--- src/tqd_pkg.sv ---
`default_nettype none

package tqd_pkg;

	localparam logic FUNC_SUBMIT = 1'b0;
	localparam logic FUNC_TICK   = 1'b1;

	localparam logic CORE_VECTOR = 1'b0;
	localparam logic CORE_TENSOR = 1'b1;

	localparam logic [2:0] TT_MATMUL = 3'd0;
	localparam logic [2:0] TT_CONV2D = 3'd1;
	localparam logic [2:0] TT_VADD   = 3'd2;
	localparam logic [2:0] TT_VMUL   = 3'd3;
	localparam logic [2:0] TT_VFMA   = 3'd4;

	localparam logic [1:0] CFG_VECTOR_PRESENT = 2'd0;
	localparam logic [1:0] CFG_TENSOR_PRESENT = 2'd1;

	typedef struct packed {
		logic        func;
		logic [2:0]  task_type;
		logic [31:0] task_word;
		logic        vector_busy;
		logic        tensor_busy;
		logic        vector_idle;
		logic        tensor_idle;
		logic        vector_ready;
		logic        tensor_ready;
	} tqd_in_t;

	typedef struct packed {
		logic        submit_ok;
		logic        dispatched;
		logic        target_core;
		logic [2:0]  out_type;
		logic [31:0] out_word;
		logic [4:0]  queue_level;
		logic [31:0] tasks_submitted;
		logic [31:0] ticks_seen;
		logic [31:0] vector_busy_ticks;
		logic [31:0] tensor_busy_ticks;
		logic [31:0] vector_dispatches;
		logic [31:0] tensor_dispatches;
	} tqd_out_t;

	// classified item handed from front to back
	typedef struct packed {
		logic        is_tick;
		logic [2:0]  task_type;
		logic [31:0] task_word;
		logic        vbusy_cnt;
		logic        tbusy_cnt;
		logic        other_core;
		logic        vec_take;
		logic        ten_take;
	} tqd_cmd_t;

	typedef enum logic {
		BK_IDLE,
		BK_HEAD
	} tqd_bk_state_t;

endpackage

`default_nettype wire

--- src/tqd_front.sv ---
`default_nettype none

module tqd_front (
	input  wire logic             clk,
	input  wire logic             arst_n,
	input  wire logic             cfg_valid,
	input  wire logic [1:0]       cfg_index,
	input  wire logic             cfg_data,
	input  wire logic             in_valid,
	input  wire tqd_pkg::tqd_in_t in_item,
	output logic                  in_ready,
	input  wire logic             q_ready,
	output logic                  q_push,
	output tqd_pkg::tqd_cmd_t     q_cmd
);
	import tqd_pkg::*;

	logic vector_present_q;
	logic tensor_present_q;

	always_ff @(posedge clk or negedge arst_n) begin
		if (!arst_n) begin
			vector_present_q <= 1'b0;
			tensor_present_q <= 1'b0;
		end else if (cfg_valid) begin
			unique case (cfg_index)
				CFG_VECTOR_PRESENT: vector_present_q <= cfg_data;
				CFG_TENSOR_PRESENT: tensor_present_q <= cfg_data;
				default: ;
			endcase
		end
	end

	always_comb begin
		q_cmd.is_tick   = (in_item.func == FUNC_TICK);
		q_cmd.task_type = in_item.task_type;
		q_cmd.task_word = in_item.task_word;
		q_cmd.vbusy_cnt = vector_present_q & in_item.vector_busy;
		q_cmd.tbusy_cnt = tensor_present_q & in_item.tensor_busy;
		// choice for types without a fixed core
		if (vector_present_q && in_item.vector_idle)
			q_cmd.other_core = CORE_VECTOR;
		else if (tensor_present_q && in_item.tensor_idle)
			q_cmd.other_core = CORE_TENSOR;
		else
			q_cmd.other_core = CORE_VECTOR;
		q_cmd.vec_take = vector_present_q & in_item.vector_ready;
		q_cmd.ten_take = tensor_present_q & in_item.tensor_ready;
	end

	assign in_ready = q_ready;
	assign q_push   = in_valid & q_ready;

endmodule

`default_nettype wire

--- src/tqd_fifo.sv ---
`default_nettype none

module tqd_fifo (
	input  wire logic              clk,
	input  wire logic              arst_n,
	input  wire logic              push,
	input  wire tqd_pkg::tqd_cmd_t push_cmd,
	output logic                   push_ready,
	input  wire logic              pop,
	output logic                   pop_valid,
	output tqd_pkg::tqd_cmd_t      pop_cmd
);
	import tqd_pkg::*;

	tqd_cmd_t   slot_q [2];
	logic       wr_ptr_q;
	logic       rd_ptr_q;
	logic [1:0] count_q;
	logic       do_push;
	logic       do_pop;

	assign push_ready = (count_q != 2'd2);
	assign pop_valid  = (count_q != 2'd0);
	assign pop_cmd    = slot_q[rd_ptr_q];
	assign do_push    = push & push_ready;
	assign do_pop     = pop & pop_valid;

	always_ff @(posedge clk) begin
		if (do_push)
			slot_q[wr_ptr_q] <= push_cmd;
	end

	always_ff @(posedge clk or negedge arst_n) begin
		if (!arst_n) begin
			wr_ptr_q <= 1'b0;
			rd_ptr_q <= 1'b0;
			count_q  <= 2'd0;
		end else begin
			if (do_push)
				wr_ptr_q <= ~wr_ptr_q;
			if (do_pop)
				rd_ptr_q <= ~rd_ptr_q;
			count_q <= count_q + 2'(do_push) - 2'(do_pop);
		end
	end

endmodule

`default_nettype wire

--- src/tqd_back.sv ---
`default_nettype none

module tqd_back #(
	parameter int QUEUE_DEPTH  = 16,
	parameter int PAYLOAD_BITS = 32
) (
	input  wire logic              clk,
	input  wire logic              arst_n,
	input  wire logic              cmd_valid,
	input  wire tqd_pkg::tqd_cmd_t cmd_data,
	output logic                   cmd_pop,
	output logic                   out_valid,
	input  wire logic              out_ready,
	output tqd_pkg::tqd_out_t      out_item
);
	import tqd_pkg::*;

	localparam int PTR_W = (QUEUE_DEPTH > 1) ? $clog2(QUEUE_DEPTH) : 1;
	localparam int CNT_W = $clog2(QUEUE_DEPTH + 1);
	localparam int ENT_W = PAYLOAD_BITS + 3;

	function automatic logic route(input logic [2:0] kind, input logic other_core);
		logic core;
		unique case (kind) inside
			TT_MATMUL, TT_CONV2D:     core = CORE_TENSOR;
			TT_VADD, TT_VMUL, TT_VFMA: core = CORE_VECTOR;
			default:                  core = other_core;
		endcase
		return core;
	endfunction

	logic [ENT_W-1:0] mem [QUEUE_DEPTH];
	logic [ENT_W-1:0] rd_q;
	tqd_cmd_t         cmd_q;
	tqd_bk_state_t    state_q, state_d;
	logic [PTR_W-1:0] head_q, tail_q;
	logic [CNT_W-1:0] fill_q, fill_d;
	logic [31:0]      sub_q, ticks_q, vbusy_q, tbusy_q, vdisp_q, tdisp_q;
	logic [31:0]      sub_d, ticks_d, vbusy_d, tbusy_d, vdisp_d, tdisp_d;
	logic             out_valid_q;
	tqd_out_t         out_q, res;

	logic             out_free, emit, rd_en, push, pop_task, tick_done;
	logic             full, head_core, head_take;
	tqd_cmd_t         tick_cmd;
	logic [2:0]       head_type;
	logic [63:0]      word_in_ext, head_word_ext;

	assign out_free      = !out_valid_q || out_ready;
	assign full          = (fill_q == CNT_W'(QUEUE_DEPTH));
	assign head_type     = rd_q[ENT_W-1 -: 3];
	assign head_word_ext = 64'(rd_q[PAYLOAD_BITS-1:0]);
	assign word_in_ext   = {32'd0, cmd_data.task_word};
	assign head_core     = route(head_type, cmd_q.other_core);
	assign head_take     = (head_core == CORE_VECTOR) ? cmd_q.vec_take : cmd_q.ten_take;
	assign tick_cmd      = (state_q == BK_HEAD) ? cmd_q : cmd_data;

	always_comb begin
		state_d   = state_q;
		cmd_pop   = 1'b0;
		emit      = 1'b0;
		rd_en     = 1'b0;
		push      = 1'b0;
		pop_task  = 1'b0;
		tick_done = 1'b0;
		unique case (state_q)
			BK_IDLE: begin
				if (cmd_valid && out_free) begin
					cmd_pop = 1'b1;
					if (!cmd_data.is_tick) begin
						emit = 1'b1;
						push = !full;
					end else if (fill_q == '0) begin
						emit      = 1'b1;
						tick_done = 1'b1;
					end else begin
						rd_en   = 1'b1;
						state_d = BK_HEAD;
					end
				end
			end
			BK_HEAD: begin
				if (out_free) begin
					emit      = 1'b1;
					tick_done = 1'b1;
					pop_task  = head_take;
					state_d   = BK_IDLE;
				end
			end
			default: state_d = BK_IDLE;
		endcase
	end

	always_comb begin
		sub_d   = sub_q + 32'(push);
		ticks_d = ticks_q + 32'(tick_done);
		vbusy_d = vbusy_q + 32'(tick_done & tick_cmd.vbusy_cnt);
		tbusy_d = tbusy_q + 32'(tick_done & tick_cmd.tbusy_cnt);
		vdisp_d = vdisp_q + 32'(pop_task & (head_core == CORE_VECTOR));
		tdisp_d = tdisp_q + 32'(pop_task & (head_core == CORE_TENSOR));
		fill_d  = fill_q + CNT_W'(push) - CNT_W'(pop_task);

		res.submit_ok         = push;
		res.dispatched        = pop_task;
		res.target_core       = pop_task ? head_core : CORE_VECTOR;
		res.out_type          = pop_task ? head_type : 3'd0;
		res.out_word          = pop_task ? head_word_ext[31:0] : 32'd0;
		res.queue_level       = 5'(fill_d);
		res.tasks_submitted   = sub_d;
		res.ticks_seen        = ticks_d;
		res.vector_busy_ticks = vbusy_d;
		res.tensor_busy_ticks = tbusy_d;
		res.vector_dispatches = vdisp_d;
		res.tensor_dispatches = tdisp_d;
	end

	always_ff @(posedge clk) begin
		if (push)
			mem[tail_q] <= {cmd_data.task_type, word_in_ext[PAYLOAD_BITS-1:0]};
		if (rd_en) begin
			rd_q  <= mem[head_q];
			cmd_q <= cmd_data;
		end
		if (emit)
			out_q <= res;
	end

	always_ff @(posedge clk or negedge arst_n) begin
		if (!arst_n) begin
			state_q     <= BK_IDLE;
			head_q      <= '0;
			tail_q      <= '0;
			fill_q      <= '0;
			sub_q       <= '0;
			ticks_q     <= '0;
			vbusy_q     <= '0;
			tbusy_q     <= '0;
			vdisp_q     <= '0;
			tdisp_q     <= '0;
			out_valid_q <= 1'b0;
		end else begin
			state_q <= state_d;
			fill_q  <= fill_d;
			sub_q   <= sub_d;
			ticks_q <= ticks_d;
			vbusy_q <= vbusy_d;
			tbusy_q <= tbusy_d;
			vdisp_q <= vdisp_d;
			tdisp_q <= tdisp_d;
			if (push)
				tail_q <= (tail_q == PTR_W'(QUEUE_DEPTH - 1)) ? '0 : tail_q + PTR_W'(1);
			if (pop_task)
				head_q <= (head_q == PTR_W'(QUEUE_DEPTH - 1)) ? '0 : head_q + PTR_W'(1);
			if (emit)
				out_valid_q <= 1'b1;
			else if (out_ready)
				out_valid_q <= 1'b0;
		end
	end

	assign out_valid = out_valid_q;
	assign out_item  = out_q;

endmodule

`default_nettype wire

--- src/task_queue_dispatcher.sv ---
// Task queue dispatcher: bounded FIFO of task descriptors routed to a vector or
// tensor core.
// Input channel (in_valid/in_ready/in_item): func 0 submits a task, func 1 is a
// tick carrying the cores' busy/idle/ready status. Every item gives exactly one
// result on the output channel (out_valid/out_ready/out_item) with the submit and
// dispatch outcome, queue level and six wrapping 32-bit counters.
// Config channel (cfg_valid/cfg_ready/cfg_index/cfg_data): index 0 sets vector
// core present, index 1 tensor core present; other indexes are ignored. Always
// ready; write only while no item is in flight.
// Path: a submit, or a tick on an empty queue, goes through the 2-entry queue
// and the output register; a tick on a non-empty queue also goes through the
// registered read of the head entry from the task memory. Throughput: one
// submit per cycle unless the output stalls; a tick that looks at the head
// adds a BK_HEAD state; a 2-entry queue between front and back absorbs that.
// Reset (arst_n low) empties the task FIFO, clears all counters and both present
// flags. When the receiver stalls, the output register holds its result, the back
// end stops, and in_ready drops once the 2-entry queue is full.
`default_nettype none

module task_queue_dispatcher #(
	parameter int QUEUE_DEPTH  = 16,
	parameter int PAYLOAD_BITS = 32
) (
	input  wire logic              clk,
	input  wire logic              arst_n,
	input  wire logic              cfg_valid,
	output logic                   cfg_ready,
	input  wire logic [1:0]        cfg_index,
	input  wire logic              cfg_data,
	input  wire logic              in_valid,
	output logic                   in_ready,
	input  wire tqd_pkg::tqd_in_t  in_item,
	output logic                   out_valid,
	input  wire logic              out_ready,
	output tqd_pkg::tqd_out_t      out_item
);
	import tqd_pkg::*;

	logic     q_ready, q_push, b_valid, b_pop;
	tqd_cmd_t q_cmd, b_cmd;

	assign cfg_ready = 1'b1;

	tqd_front u_front (
		.clk       (clk),
		.arst_n    (arst_n),
		.cfg_valid (cfg_valid),
		.cfg_index (cfg_index),
		.cfg_data  (cfg_data),
		.in_valid  (in_valid),
		.in_item   (in_item),
		.in_ready  (in_ready),
		.q_ready   (q_ready),
		.q_push    (q_push),
		.q_cmd     (q_cmd)
	);

	tqd_fifo u_fifo (
		.clk        (clk),
		.arst_n     (arst_n),
		.push       (q_push),
		.push_cmd   (q_cmd),
		.push_ready (q_ready),
		.pop        (b_pop),
		.pop_valid  (b_valid),
		.pop_cmd    (b_cmd)
	);

	tqd_back #(
		.QUEUE_DEPTH  (QUEUE_DEPTH),
		.PAYLOAD_BITS (PAYLOAD_BITS)
	) u_back (
		.clk       (clk),
		.arst_n    (arst_n),
		.cmd_valid (b_valid),
		.cmd_data  (b_cmd),
		.cmd_pop   (b_pop),
		.out_valid (out_valid),
		.out_ready (out_ready),
		.out_item  (out_item)
	);

endmodule

`default_nettype wire

--- config.mk ---
export PLATFORM = sky130hd
export DESIGN_NAME = task_queue_dispatcher
export DESIGN_NICKNAME = d
export VERILOG_FILES = /design/src/tqd_pkg.sv /design/src/tqd_front.sv /design/src/tqd_fifo.sv /design/src/tqd_back.sv /design/src/task_queue_dispatcher.sv
export SDC_FILE = /design/constraint.sdc
export NUM_CORES = 1
export LEC_CHECK = 0
export BUFFER_PORTS_ARGS = -buffer_cell sky130_fd_sc_hd__buf_4
export CORE_ASPECT_RATIO = 0.9
export CORE_MARGIN = 5
export CORE_UTILIZATION = 30
export DETAILED_ROUTE_END_ITERATION = 10
export SKIP_LAST_GASP = 1
export SYNTH_ARGS = -nofsm -noshare
export SYNTH_HDL_FRONTEND = slang
export SYNTH_SLANG_ARGS = --single-unit
--- constraint.sdc ---
create_clock -name clk -period 20.7 [get_ports clk]
set_input_delay 3.105 -clock clk [delete_from_list [all_inputs] [get_ports clk]]
set_output_delay 3.105 -clock clk [all_outputs]
set_load 0.01 [all_outputs]
==> qor.txt, run 1 <==
Worst-path clk slew -> 0.06 ns
Largest net degree at the start of global routing -> 172
Grt total ovfl -> 0
DRT Pass-1 Iters -> 7
Root buffer cell -> clkbuf_16
Number of port buffers -> 286
Final core utilization -> 36.10%
CTS Buf Count -> 114
Area contributors post-synth -> edfxtp_1, dfrtp_1, mux4_2
Die Wd -> 407.8 um
Worst Path Max Fanout -> 7
Initial antenna violation count -> 6
Minimum clock period -> 5.607 ns
Leak pwr -> 18.68 nW
Yosys reg bits -> 1130
Synth Flop Type -> edfxtp_1
Worst EP required -> 21.15 ns
Initial Util -> 30.17%
Worst-Skew Late Latency -> 0.73 ns
Die H -> 368.0 um
PwrDens -> 141.2 nW/um^2
Final Max Tran Viols -> 0
FP Rows -> 131
Outcome -> finished clean
Hold bufs inserted after CTS -> 0
Post-synth EDFFs -> 917
Sequential area share after synthesis -> 76.92%
Critical Path Sink Type -> flop
Worst Max-Slew Pin Slew -> 1.032 ns
Tcrit/Tclk final -> 27.09%
Worst slew margin -> 31.18%
Unrepaired setup endpoints after global routing -> false
I/O pin total -> 288
Number of vias per cell -> 4.650
First-pass GRT wire length -> 145.0 mm
Tot GR Track Use -> 12.68%
Core ar. -> 141600 um^2
Half-perimeter wire length after placement -> 56.91 mm
WL per Instance -> 20.84 um
DR vias -> 21650
Startpoint types -> input port
Initial DRC Count -> 1430
RePlAce Congestion -> 0.7561
Synth Warn # -> 0
Post-Synthesis Cells -> 2327
Routed WL -> 97.02 mm
Area fraction of the dominant cell type after synthesis -> 64.44%
FMAX -> 0.1784 GHz
CTS tree -> built
Hold/Removal Path Class -> reg -> reg
Final Net Count -> 2762
Endpoints failing setup -> 0
Worst hold slack -> 0.4610 ns
Mapped cell area -> 42730 um^2
Fin. Hold Viols -> 0
H-tree levels -> 3
Final setup TNS -> 0 ns
Max-cap violations -> 0
Area grow syn2layout -> 19.65%
Mapped Avg Cell Area -> 18.36 um^2
Post-synth cell types -> 60
Detail Route Antenna Nets -> 0
Clock skew -> 0.03897 ns
Worst VDD drop -> 0.0001498 V
Asr flop ratio synth -> 18.85%
Max Root-Sink Buffers -> 3
Worst EP arrival -> 6.06 ns
Post-CTS Setup Inserts -> 0
Cts repair resizes -> 0
Die Area -> 150100 um^2
Worst Setup Path Type -> in -> reg
Post-Syn Nets -> 2403
Vias in the first global route -> 22070
CTS Sinks -> 1130
Number of remaining DRC errors -> 0
Post-synth top area cell -> edfxtp_1
Layout cells sized above 1 -> 24.00%
## Yosys cell counts, drive strengths merged, types with 2 or more instances
library cell,count
a32o,2
clkbuf,40
nand2,96
clkinv,2
a22oi,35
a21oi,4
and4b,4
a221oi,70
nand4,54
mux2i,141
nor3,35
xor2,66
nor2,40
nor4,20
a31oi,3
dfrtp,213
a21o,2
ha,25
nor3b,3
nor2b,7
and3,34
edfxtp,917
and2,44
xnor2,125
mux4,70
mux2,45
and4,21
o21ai,40
nor4b,5
nand3,80
inv,29
buf,41
## sequential cells by signal (all words and copies together) (netlist names)
name,count
u_back.rd_q,35
u_back.fill_q,5
u_fifo.wr_ptr_q,1
u_back.tbusy_q,32
u_back.state_q,1
u_front.tensor_present_q,1
u_back.out_valid,1
u_fifo.rd_ptr_q,1
u_back.out_item,235
u_back.ticks_q,32
u_back.head_q,4
u_back.vbusy_q,32
u_fifo.slot_q,82
u_back.sub_q,32
u_fifo.count_q,2
u_back.tail_q,4
u_back.mem,560
u_back.vdisp_q,32
u_back.cmd_q,5
u_back.tdisp_q,32
u_front.vector_present_q,1
## power breakdown
| group | switching [W] | internal [W] |
|---|---|---|
| clock | 0.000892 | 0.00123 |
| sequential | 0.000214 | 0.00314 |
| combinational | 0.00107 | 0.000679 |
## cells in the final DEF, fill, tap and decap left out, types with 44 or more instances in the layout
cell type,instances
clkbuf_16,116
dfrtp_1,208
mux2i_1,141
buf_4,321
nand3_1,80
mux2_2,44
nand2_1,95
a221oi_1,70
nand4_1,46
mux4_2,70
xor2_1,66
xnor2_1,125
edfxtp_1,917
## final timing paths
path                                                       end  slack [ns]                          from  depth (start not counted)
worst max-delay path            u_back.out_item[122]$_DFFE_PP_       15.09                     out_ready                         12
worst min-delay path                u_back.sub_q[31]$_DFF_PN0_        0.46    u_back.sub_q[31]$_DFF_PN0_                          1
worst max register to register        u_back.rd_q[5]$_DFFE_PP_       16.76  u_back.head_q[0]$_DFFE_PN0N_                          5
worst min register to register      u_back.sub_q[31]$_DFF_PN0_        0.46    u_back.sub_q[31]$_DFF_PN0_                          1
max in group asynchronous           u_back.sub_q[23]$_DFF_PN0_       16.83                        arst_n                          2
min in group asynchronous         u_back.vbusy_q[18]$_DFF_PN0_        2.41                        arst_n                          1
## layer usage
| metal | part of all wire [%] | vias to the layer above | track usage, % |
|---|---|---|---|
| met3 | 5.3 | 133 | 2.703 |
| met4 | 2.2 | 0 | 3.378 |
| li1 | - | 9858 | - |
| met5 | 0 | - | 0 |
| met1 | 45 | 11140 | 17.56 |
| met2 | 47 | 522 | 20.35 |
## per-stage QoR
stage	cell area (um^2)	instances	power, W	worst slack (ns)
2_1_floorplan	42730	2327	0.004472	5.862
3_3_place_gp	47190	4432	0.005193	14.36
3_5_place_dp	47190	4432	0.005209	14.31
4_1_cts	51110	4649	0.007346	15.10
5_1_grt	51110	4651	0.007579	14.69
6_report	51120	4656	0.007219	15.09
## logic make-up (layout without fill, tap and decap cells)
family	Yosys count	count (layout)	synth area share, %
flip-flops	1130	1130	76.92
adder cells (fa/ha/maj)	26	26	0.7789
other	1	8	0.008776
AO/OA/AOI/OAI	163	163	2.861
multiplexers	256	256	8.187
XOR/XNOR	191	191	3.915
buffers and inverters	112	572	1.274
AND/OR/NAND/NOR	448	448	6.058
## final cells by class
class | count | area (um^2)
timing repair buffer | 324 | 2465
tap | 1862 | 2330
antenna | 7 | 17.52
multi-input combinational | 1085 | 9404
fill | 13270 | 90490
sequential | 1130 | 32880
clock buffer | 147 | 3089
inverter | 31 | 117.6
clock inverter | 70 | 823.3
## critical path, stage by stage
cell and delay, ns:
buf_4 0.08, nor2b_1 0.07, or3_1 0.49, clkinv_2 0.16, a31oi_1 0.21, nor3_1 0.30
ha_1 0.26, ha_1 0.27, nand3_1 0.17, nor4_1 0.57, nand4_1 0.19, xnor2_1 0.18
No activity file was read; power rests on OpenSTA's default activity.
==> run 2: changes to the inputs <==
--- a/config.mk
+++ b/config.mk
@@ -5,6 +5,7 @@
 export SDC_FILE = /design/constraint.sdc
 export NUM_CORES = 1
 export LEC_CHECK = 0
+export ABC_AREA = 1
 export BUFFER_PORTS_ARGS = -buffer_cell sky130_fd_sc_hd__buf_4
 export CORE_ASPECT_RATIO = 0.9
 export CORE_MARGIN = 5
==> constraint.sdc (replaced) <==
create_clock -name clk -period 5.6 [get_ports clk]
set_input_delay 0.84 -clock clk [delete_from_list [all_inputs] [get_ports clk]]
set_output_delay 0.84 -clock clk [all_outputs]
set_load 0.01 [all_outputs]
==> run 2 against run 1 <==
Design area grew 4.9%; worst setup slack got worse by 13 ns; total power rose to 3.7 times the previous value; sequential cell count unchanged; utilization down 0.44 points; critical path type is now reg -> reg; highest routed layer is now met5.
==> qor.txt, run 2 <==
Outcome -> finished clean (unchanged)
FP Rows -> 135 (was 131)
Final Power -> 0.02677 W (was 0.007219 W)
Most common cell after layout, fill and taps aside -> nand2_1 (was edfxtp_1)
Yosys reg bits -> 1130 (unchanged)
Most frequent cells in the layout -> nand2_1, edfxtp_1, nor2_1 (was edfxtp_1, buf_4, dfrtp_1)
Critical Path Sink Type -> flop (unchanged)
Fin. Hold Viols -> 0 (unchanged)
Hold bufs inserted after CTS -> 0 (unchanged)
Tcrit/Tclk final -> 62.46%
Sequential area share after synthesis -> 72.58% (was 76.92%)
Tot GR Track Use -> 14.49% (was 12.68%)
Endpoints failing setup -> 0 (unchanged)
Internal power -> 0.01798 W (was 0.005042 W)
Post-Syn Nets -> 4022 (was 2403)
Core ar. -> 150300 um^2 (was 141600 um^2)
Unrepaired setup endpoints after global routing -> false (unchanged)
Number of port buffers -> 286 (unchanged)
Mapped Avg Cell Area -> 11.48 um^2 (was 18.36 um^2)
Cts repair resizes -> 0 (unchanged)
I/O pin total -> 288 (unchanged)
Die Wd -> 419.5 um (was 407.8 um)
Startpoint types -> flop (was input port)
Cells on worst reg2reg path -> 14 (was 5)
Half-perimeter wire length after placement -> 74.26 mm (was 56.91 mm)
Final setup TNS -> 0 ns (unchanged)
CTS Sinks -> 1130 (unchanged)
Cell Chain, Critical Path -> buf_4, nand2_1, a21oi_1, a21oi_1, a21oi_1, ha_1, ha_1, inv_1, nor2_1, nand2_1, inv_1, nand2_1, nand2_1, nand2_1 (was buf_4, nor2b_1, or3_1, clkinv_2, a31oi_1, nor3_1, ha_1, ha_1, nand3_1, nor4_1, nand4_1, xnor2_1)
Detail Route Antenna Nets -> 0 (unchanged)
Initial DRC Count -> 2307 (was 1430)
Vias in the first global route -> 28300 (was 22070)
Post-CTS Setup Inserts -> 0 (unchanged)
Initial antenna violation count -> 4 (was 6)
Most flops, register -> u_back.mem (unchanged)
Synth Flop Type -> edfxtp_1 (unchanged)
Mapped cell area -> 45290 um^2 (was 42730 um^2)
CTS Buf Count -> 118 (was 114)
Post-synth top area cell -> edfxtp_1 (unchanged)
Worst-path clk slew -> 0.07 ns (was 0.06 ns)
Post-synth cell types -> 27 (was 60)
Post-synth EDFFs -> 917 (unchanged)
Area fraction of the dominant cell type after synthesis -> 60.81% (was 64.44%)
Routed WL -> 117.6 mm (was 97.02 mm)
Switching Fraction -> 32.84% (was 30.16%)
Worst Path Max Fanout -> 42 (was 7)
Max Root-Sink Buffers -> 3 (unchanged)
Hold/Removal Path Class -> in -> async (was reg -> reg)
CTS tree -> built (unchanged)
Synth Warn # -> 0 (unchanged)
Worst EP arrival -> 3.95 ns (was 6.06 ns)
Final core utilization -> 35.66% (was 36.10%)
First-pass GRT wire length -> 176.3 mm (was 145.0 mm)
Switching power -> 0.008790 W (was 0.002177 W)
WL per Instance -> 18.49 um (was 20.84 um)
Worst VDD drop -> 0.0003810 V (was 0.0001498 V)
Post-Synthesis Cells -> 3946 (was 2327)
Setup WS pre-CTS -> 1.504 ns (was 14.31 ns)
R2r startpoint -> u_fifo.rd_ptr_q$_DFFE_PN0P_ (was u_back.head_q[0]$_DFFE_PN0N_)
Number of vias per cell -> 4.559 (was 4.650)
Max-cap violations -> 0 (unchanged)
Worst Setup Path Type -> reg -> reg (was in -> reg)
H-tree levels -> 3 (unchanged)
Layout cells sized above 1 -> 12.24% (was 24.00%)
Asr flop ratio synth -> 18.85% (unchanged)
Worst R2R Setup Slack -> 2.10 ns (was 16.76 ns)
Area grow syn2layout -> 18.38% (was 19.65%)
Share of power burned in registers -> 46.6% (was 46.4%)
Number of remaining DRC errors -> 0 (unchanged)
RePlAce Congestion -> 0.8737 (was 0.7561)
Clock skew -> 0.03667 ns (was 0.03897 ns)
FMAX -> 0.2859 GHz
Most frequent cell after synthesis -> nand2_1 (was edfxtp_1)
Synth cell count leaders -> nand2_1, edfxtp_1, nor2_1 (was edfxtp_1, dfrtp_1, mux2i_1)
Leak pwr -> 20.44 nW (was 18.68 nW)
Worst EP required -> 6.06 ns (was 21.15 ns)
DRT Pass-1 Iters -> 6 (was 7)
Die H -> 378.6 um (was 368.0 um)
Worst Max-Slew Pin Slew -> 1.125 ns (was 1.032 ns)
Setup WS post-layout -> 2.102 ns (was 15.09 ns)
PwrDens -> 499.3 nW/um^2 (was 141.2 nW/um^2)
Critical-path top delay cell -> buf_4 (was nor4_1)
Most used cell, CP -> nand2_1 (was ha_1)
Area contributors post-synth -> edfxtp_1, dfrtp_1, nand2_1 (was edfxtp_1, dfrtp_1, mux4_2)
Initial Util -> 30.12% (was 30.17%)
Final Net Count -> 4347 (was 2762)
Minimum clock period -> 3.498 ns
DR vias -> 28990 (was 21650)
Slowest stage delay, CP -> 0.52 ns (was 0.57 ns)
Root buffer cell -> clkbuf_16 (unchanged)
Worst slew margin -> 24.85% (was 31.18%)
Clock power frac -> 28.4% (was 29.4%)
Largest net degree at the start of global routing -> 118 (was 172)
Worst-Skew Late Latency -> 0.74 ns (was 0.73 ns)
Grt total ovfl -> 0 (unchanged)
RR Endpoint -> u_back.out_item[88]$_DFFE_PP_ (was u_back.rd_q[5]$_DFFE_PP_)
Die Area -> 158800 um^2 (was 150100 um^2)
Final Max Tran Viols -> 0 (unchanged)
Number of flip-flops under the largest register name -> 560 (unchanged)
Combinational share of power -> 25.1% (was 24.2%)
-- run 2: cell types whose count changed in the layout (fill, tap and decap cells not counted), moves of 82 or more --
cell	before	now
nor2_1	39	619
nand2_1	95	1246
inv_1	28	171
nand3b_1	1	83
mux2i_1	141	0
nand3_1	80	170
xnor2_1	125	32
-- run 2: cells by family (layout without fill, tap and decap cells) --
kind of cell               count (synthesis)  after routing  synth area share [%]
and+or+nand+nor                         2159           2159                 19.17
AOI/OAI and AO/OA                        232            232                 2.763
buffers and inverters                    298            723                 2.818
adders and majority gates                 26             26                0.7349
other                                      1              2              0.008281
DFF                                     1130           1130                 72.58
xor gates and xnor gates                 100            100                 1.934
-- run 2: worst max path at each step --
stage                                      from  slack, ns                            end  cells past startpoint
floorplan                             out_ready       0.99   u_back.out_item[0]$_DFFE_PP_                      6
global placement                      out_ready       1.54  u_back.out_item[92]$_DFFE_PP_                     16
detailed placement                    out_ready       1.50  u_back.out_item[88]$_DFFE_PP_                     16
CTS                 u_fifo.rd_ptr_q$_DFFE_PN0P_       1.88  u_back.out_item[88]$_DFFE_PP_                     14
global route        u_fifo.rd_ptr_q$_DFFE_PN0P_       1.67  u_back.out_item[88]$_DFFE_PP_                     14
finish              u_fifo.rd_ptr_q$_DFFE_PN0P_       2.10  u_back.out_item[88]$_DFFE_PP_                     14
-- run 2: power groups by stage --
| stage | clock network [W] | registers [W] | logic (W) |
|---|---|---|---|
| 2_1_floorplan | 0 | 0.0128 | 0.00335 |
| 3_3_place_gp | 0 | 0.0127 | 0.00681 |
| 3_5_place_dp | 0 | 0.0127 | 0.00691 |
| 4_1_cts | 0.00780 | 0.0125 | 0.00692 |
| 5_1_grt | 0.00817 | 0.0126 | 0.00745 |
| 6_report | 0.00759 | 0.0125 | 0.00671 |
-- run 2: layout make-up --
type	count	area [um^2]
fill	14690	96720
sequential	1130	32870
multi-input combinational	2518	11310
clock buffer	157	3191
timing repair buffer	327	2512
tap	1986	2485
inverter	176	668.1
clock inverter	63	565.5
antenna	1	2.502
-- run 2: worst max-delay path, delay by kind of cell, from the launching register on --
kind	cells	cell delay [ns]
AOI/OAI and AO/OA	3	0.67
adders and majority gates	2	0.58
buffers and inverters	3	0.72
DFF	1	0.37
and+or+nand+nor	6	0.88
-- run 2: routing by layer --
layer / wire length, um / vias up / GRT usage (%)
met1: 52170 / 14110 / 19.82
met5: 13 / - / 0
met3: 6664 / 167 / 2.522
met2: 56140 / 796 / 23.99
met4: 2594 / 2 / 3.658
li1: - / 13920 / -
-- run 2: metrics by stage --
stage | instance area, um^2 | cells | hold WS [ns]
2_1_floorplan | 45290 | 3946 | 0.4486
3_3_place_gp | 49850 | 6137 | 0.4695
3_5_place_dp | 49850 | 6137 | 0.4794
4_1_cts | 53610 | 6357 | 0.1587
5_1_grt | 53610 | 6357 | 0.1796
6_report | 53610 | 6358 | 0.1617
==> run 3: changes to the inputs <==
--- a/config.mk
+++ b/config.mk
@@ -5,7 +5,7 @@
 export SDC_FILE = /design/constraint.sdc
 export NUM_CORES = 1
 export LEC_CHECK = 0
-export ABC_AREA = 1
+export ABC_AREA = 0
 export BUFFER_PORTS_ARGS = -buffer_cell sky130_fd_sc_hd__buf_4
 export CORE_ASPECT_RATIO = 0.9
 export CORE_MARGIN = 5
==> constraint.sdc (replaced) <==
create_clock -name clk -period 3.5 [get_ports clk]
set_input_delay 0.525 -clock clk [delete_from_list [all_inputs] [get_ports clk]]
set_output_delay 0.525 -clock clk [all_outputs]
set_load 0.01 [all_outputs]
==> run 3 against run 2 <==
Utilization rose by 1.0 points; cell count fell by 26%; combinational power rose by 64%; maximum frequency rose by 7.8%; critical path type unchanged; clock skew fell by 0.013 ns; wire length fell by 16%; via count fell by 24%; sequential share of layout area rose by 2.0 points.
==> qor.txt, run 3 (synthesis results as in run 1) <==
Outcome -> finished clean (unchanged)
Endpoints failing setup -> 0 (unchanged)
Number of vias per cell -> 4.656 (was 4.559)
Setup WS post-layout -> 0.2556 ns (was 2.102 ns)
DR vias -> 21940 (was 28990)
Share of power burned in registers -> 46.2% (was 46.6%)
Combinational share of power -> 25.7% (was 25.1%)
Worst Setup Path Type -> reg -> reg (unchanged)
Initial antenna violation count -> 6 (was 4)
Multi-input logic area -> 9467 um^2 (was 11310 um^2)
Critical-path top delay cell -> nor4_4 (was buf_4)
Internal power -> 0.02986 W (was 0.01798 W)
Final non-filler cell total -> 4713 (was 6358)
Worst VDD drop -> 0.0005578 V (was 0.0003810 V)
Routed WL -> 99.02 mm (was 117.6 mm)
Root buffer cell -> clkbuf_16 (unchanged)
Switching Fraction -> 30.20% (was 32.84%)
Switching power -> 0.01292 W (was 0.008790 W)
Tcrit/Tclk final -> 92.70% (was 62.46%)
Detail Route Antenna Nets -> 0 (unchanged)
Seq. cell area -> 32880 um^2 (was 32870 um^2)
Number of flip-flops under the largest register name -> 560 (unchanged)
DRT Pass-1 Iters -> 5 (was 6)
FILL cells -> 13150 (was 14690)
PwrDens -> 823.1 nW/um^2 (was 499.3 nW/um^2)
Worst Max-Slew Pin Slew -> 1.023 ns (was 1.125 ns)
WL per Instance -> 21.01 um (was 18.49 um)
Max-cap violations -> 0 (unchanged)
Clock skew -> 0.02342 ns (was 0.03667 ns)
Worst EP required -> 3.95 ns (was 6.06 ns)
Tot GR Track Use -> 12.93% (was 14.49%)
Worst slew margin -> 31.72% (was 24.85%)
Fin. Hold Viols -> 0 (unchanged)
Initial DRC Count -> 1597 (was 2307)
Startpoint types -> flop (unchanged)
Max Root-Sink Buffers -> 3 (unchanged)
CTS tree -> built (unchanged)
Most flops, register -> u_back.mem (unchanged)
H-tree levels -> 3 (unchanged)
Worst Path Max Fanout -> 7 (was 42)
Most common cell after layout, fill and taps aside -> edfxtp_1 (was nand2_1)
CTS Sinks -> 1130 (unchanged)
Area grow syn2layout -> 21.61% (was 18.38%)
Die Area -> 150100 um^2 (was 158800 um^2)
Most used cell, CP -> ha_1 (was nand2_1)
Cell Chain, Critical Path -> inv_1, ha_1, nor4b_4, a31oi_1, nor3_1, ha_1, ha_1, nand3_1, nor4_4, nand4_1, xnor2_1 (was buf_4, nand2_1, a21oi_1, a21oi_1, a21oi_1, ha_1, ha_1, inv_1, nor2_1, nand2_1, inv_1, nand2_1, nand2_1, nand2_1)
Number of port buffers -> 286 (unchanged)
Clock power frac -> 28.2% (was 28.4%)
Grt total ovfl -> 0 (unchanged)
Post-CTS Setup Inserts -> 0 (unchanged)
GR met3 Demand/Resource -> 2.754% (was 2.522%)
Unrepaired setup endpoints after global routing -> false (unchanged)
Layout cells sized above 1 -> 24.56% (was 12.24%)
Initial Util -> 30.17% (was 30.12%)
Gr busiest metal -> met2 (unchanged)
Met2 GRT Util -> 21.21% (was 23.99%)
Worst-Skew Late Latency -> 0.72 ns (was 0.74 ns)
Most frequent cells in the layout -> edfxtp_1, buf_4, dfrtp_1 (was nand2_1, edfxtp_1, nor2_1)
Worst EP arrival -> 3.70 ns (was 3.95 ns)
Critical Path Sink Type -> flop (unchanged)
First-pass GRT wire length -> 147.9 mm (was 176.3 mm)
Worst-path clk slew -> 0.06 ns (was 0.07 ns)
Final Net Count -> 2835 (was 4347)
Leak pwr -> 19.02 nW (was 20.44 nW)
Final Max Tran Viols -> 0 (unchanged)
Die H -> 368.0 um (was 378.6 um)
I/O pin total -> 288 (unchanged)
Final setup TNS -> 0 ns (unchanged)
FP Rows -> 131 (was 135)
Met1 Use GR -> 17.59% (was 19.82%)
Number of remaining DRC errors -> 0 (unchanged)
Largest net degree at the start of global routing -> 80 (was 118)
Setup WS pre-CTS -> 0.1020 ns (was 1.504 ns)
DP Cell Count -> 4467 (was 6137)
Vias in the first global route -> 22250 (was 28300)
Half-perimeter wire length after placement -> 58.00 mm (was 74.26 mm)
FMAX -> 0.3082 GHz (was 0.2859 GHz)
Hold/Removal Path Class -> in -> reg (was in -> async)
Die Wd -> 407.8 um (was 419.5 um)
Core ar. -> 141600 um^2 (was 150300 um^2)
CTS Buf Count -> 114 (was 118)
RePlAce Congestion -> 0.7508 (was 0.8737)
Slowest stage delay, CP -> 0.49 ns (was 0.52 ns)
Minimum clock period -> 3.244 ns (was 3.498 ns)
==> run 3: changes by cell type in the layout (fill, tap and decap cells not counted), moves of 70 or more <==
cell	previous run	this run
a221oi_1	0	70
mux2i_1	0	141
nand3b_1	83	1
nor2_1	619	39
inv_1	171	28
nand2_1	1246	95
mux4_2	0	70
a21oi_1	82	3
xnor2_1	32	125
nand3_1	170	80
==> run 3: layout make-up <==
type                       instances  share of cell area, %
timing repair buffer             397                  6.680
clock inverter                    63                  1.293
sequential                      1130                  63.27
clock buffer                     144                  5.822
inverter                          31                 0.2263
multi-input combinational       1085                  18.22
tap                             1862                  4.484
antenna                            1               0.004816
==> run 3: metrics by stage <==
stage                     power [W]  hold WS, ns  utilization (%)  instance area, um^2
after global routing        0.04492       0.1133            36.69                51960
final                       0.04277       0.1521            36.69                51960
after CTS                   0.04356      0.08464            36.69                51950
after global placement      0.03125       0.4523            33.81                47880
after detailed placement    0.03134       0.4504            33.81                47880
after floorplan             0.02602       0.2294                -                42830
==> run 3: routing by layer <==
metal | routed length [um] | vias to the layer above
met2 | 47330 | 525
met4 | 2125 | 4
met1 | 44320 | 11310
met3 | 5218 | 130
li1 | - | 9975
met5 | 24 | -
==> run 3: timing repair <==
| action | CTS | global route |
|---|---|---|
| hold buffers | 38 | 0 |
| endpoints found under the setup margin | 0 | 3 |
| resized for setup | 0 | 1 |
| hold endpoints to repair | 149 | 0 |
==> run 3: worst paths after layout <==
| check | startpoint | endpoint | slack, ns | cells after the start |
|---|---|---|---|---|
| max in group asynchronous | arst_n | u_back.tdisp_q[24]$_DFF_PN0_ | 2.16 | 3 |
| worst min register to register | u_back.vbusy_q[31]$_DFF_PN0_ | u_back.vbusy_q[31]$_DFF_PN0_ | 0.46 | 1 |
| min in group asynchronous | arst_n | u_back.vbusy_q[21]$_DFF_PN0_ | 0.39 | 2 |
| worst min-delay path | out_ready | u_back.state_q$_DFF_PN0_ | 0.15 | 3 |
| worst max-delay path | u_back.fill_q[3]$_DFF_PN0_ | u_back.out_item[92]$_DFFE_PP_ | 0.26 | 11 |
| worst max register to register | u_back.fill_q[3]$_DFF_PN0_ | u_back.out_item[92]$_DFFE_PP_ | 0.26 | 11 |
==> run 3: power groups by stage <==
stage	clock network, W	registers [W]	logic (W)
4_1_cts	0.0124	0.0198	0.0114
3_3_place_gp	0	0.0200	0.0112
5_1_grt	0.0129	0.0200	0.0120
6_report	0.0120	0.0197	0.0110
2_1_floorplan	0	0.0203	0.00574
3_5_place_dp	0	0.0201	0.0113
==> run 3: worst max-delay path: cells and delay by family (launching register included) <==
kind	cells	cell delay (ns)
XOR/XNOR	1	0.19
AND/OR/NAND/NOR	5	1.42
flip-flops	1	0.38
AO/OA/AOI/OAI	1	0.23
adder cells (fa/ha/maj)	3	0.64
buffers and inverters	1	0.09
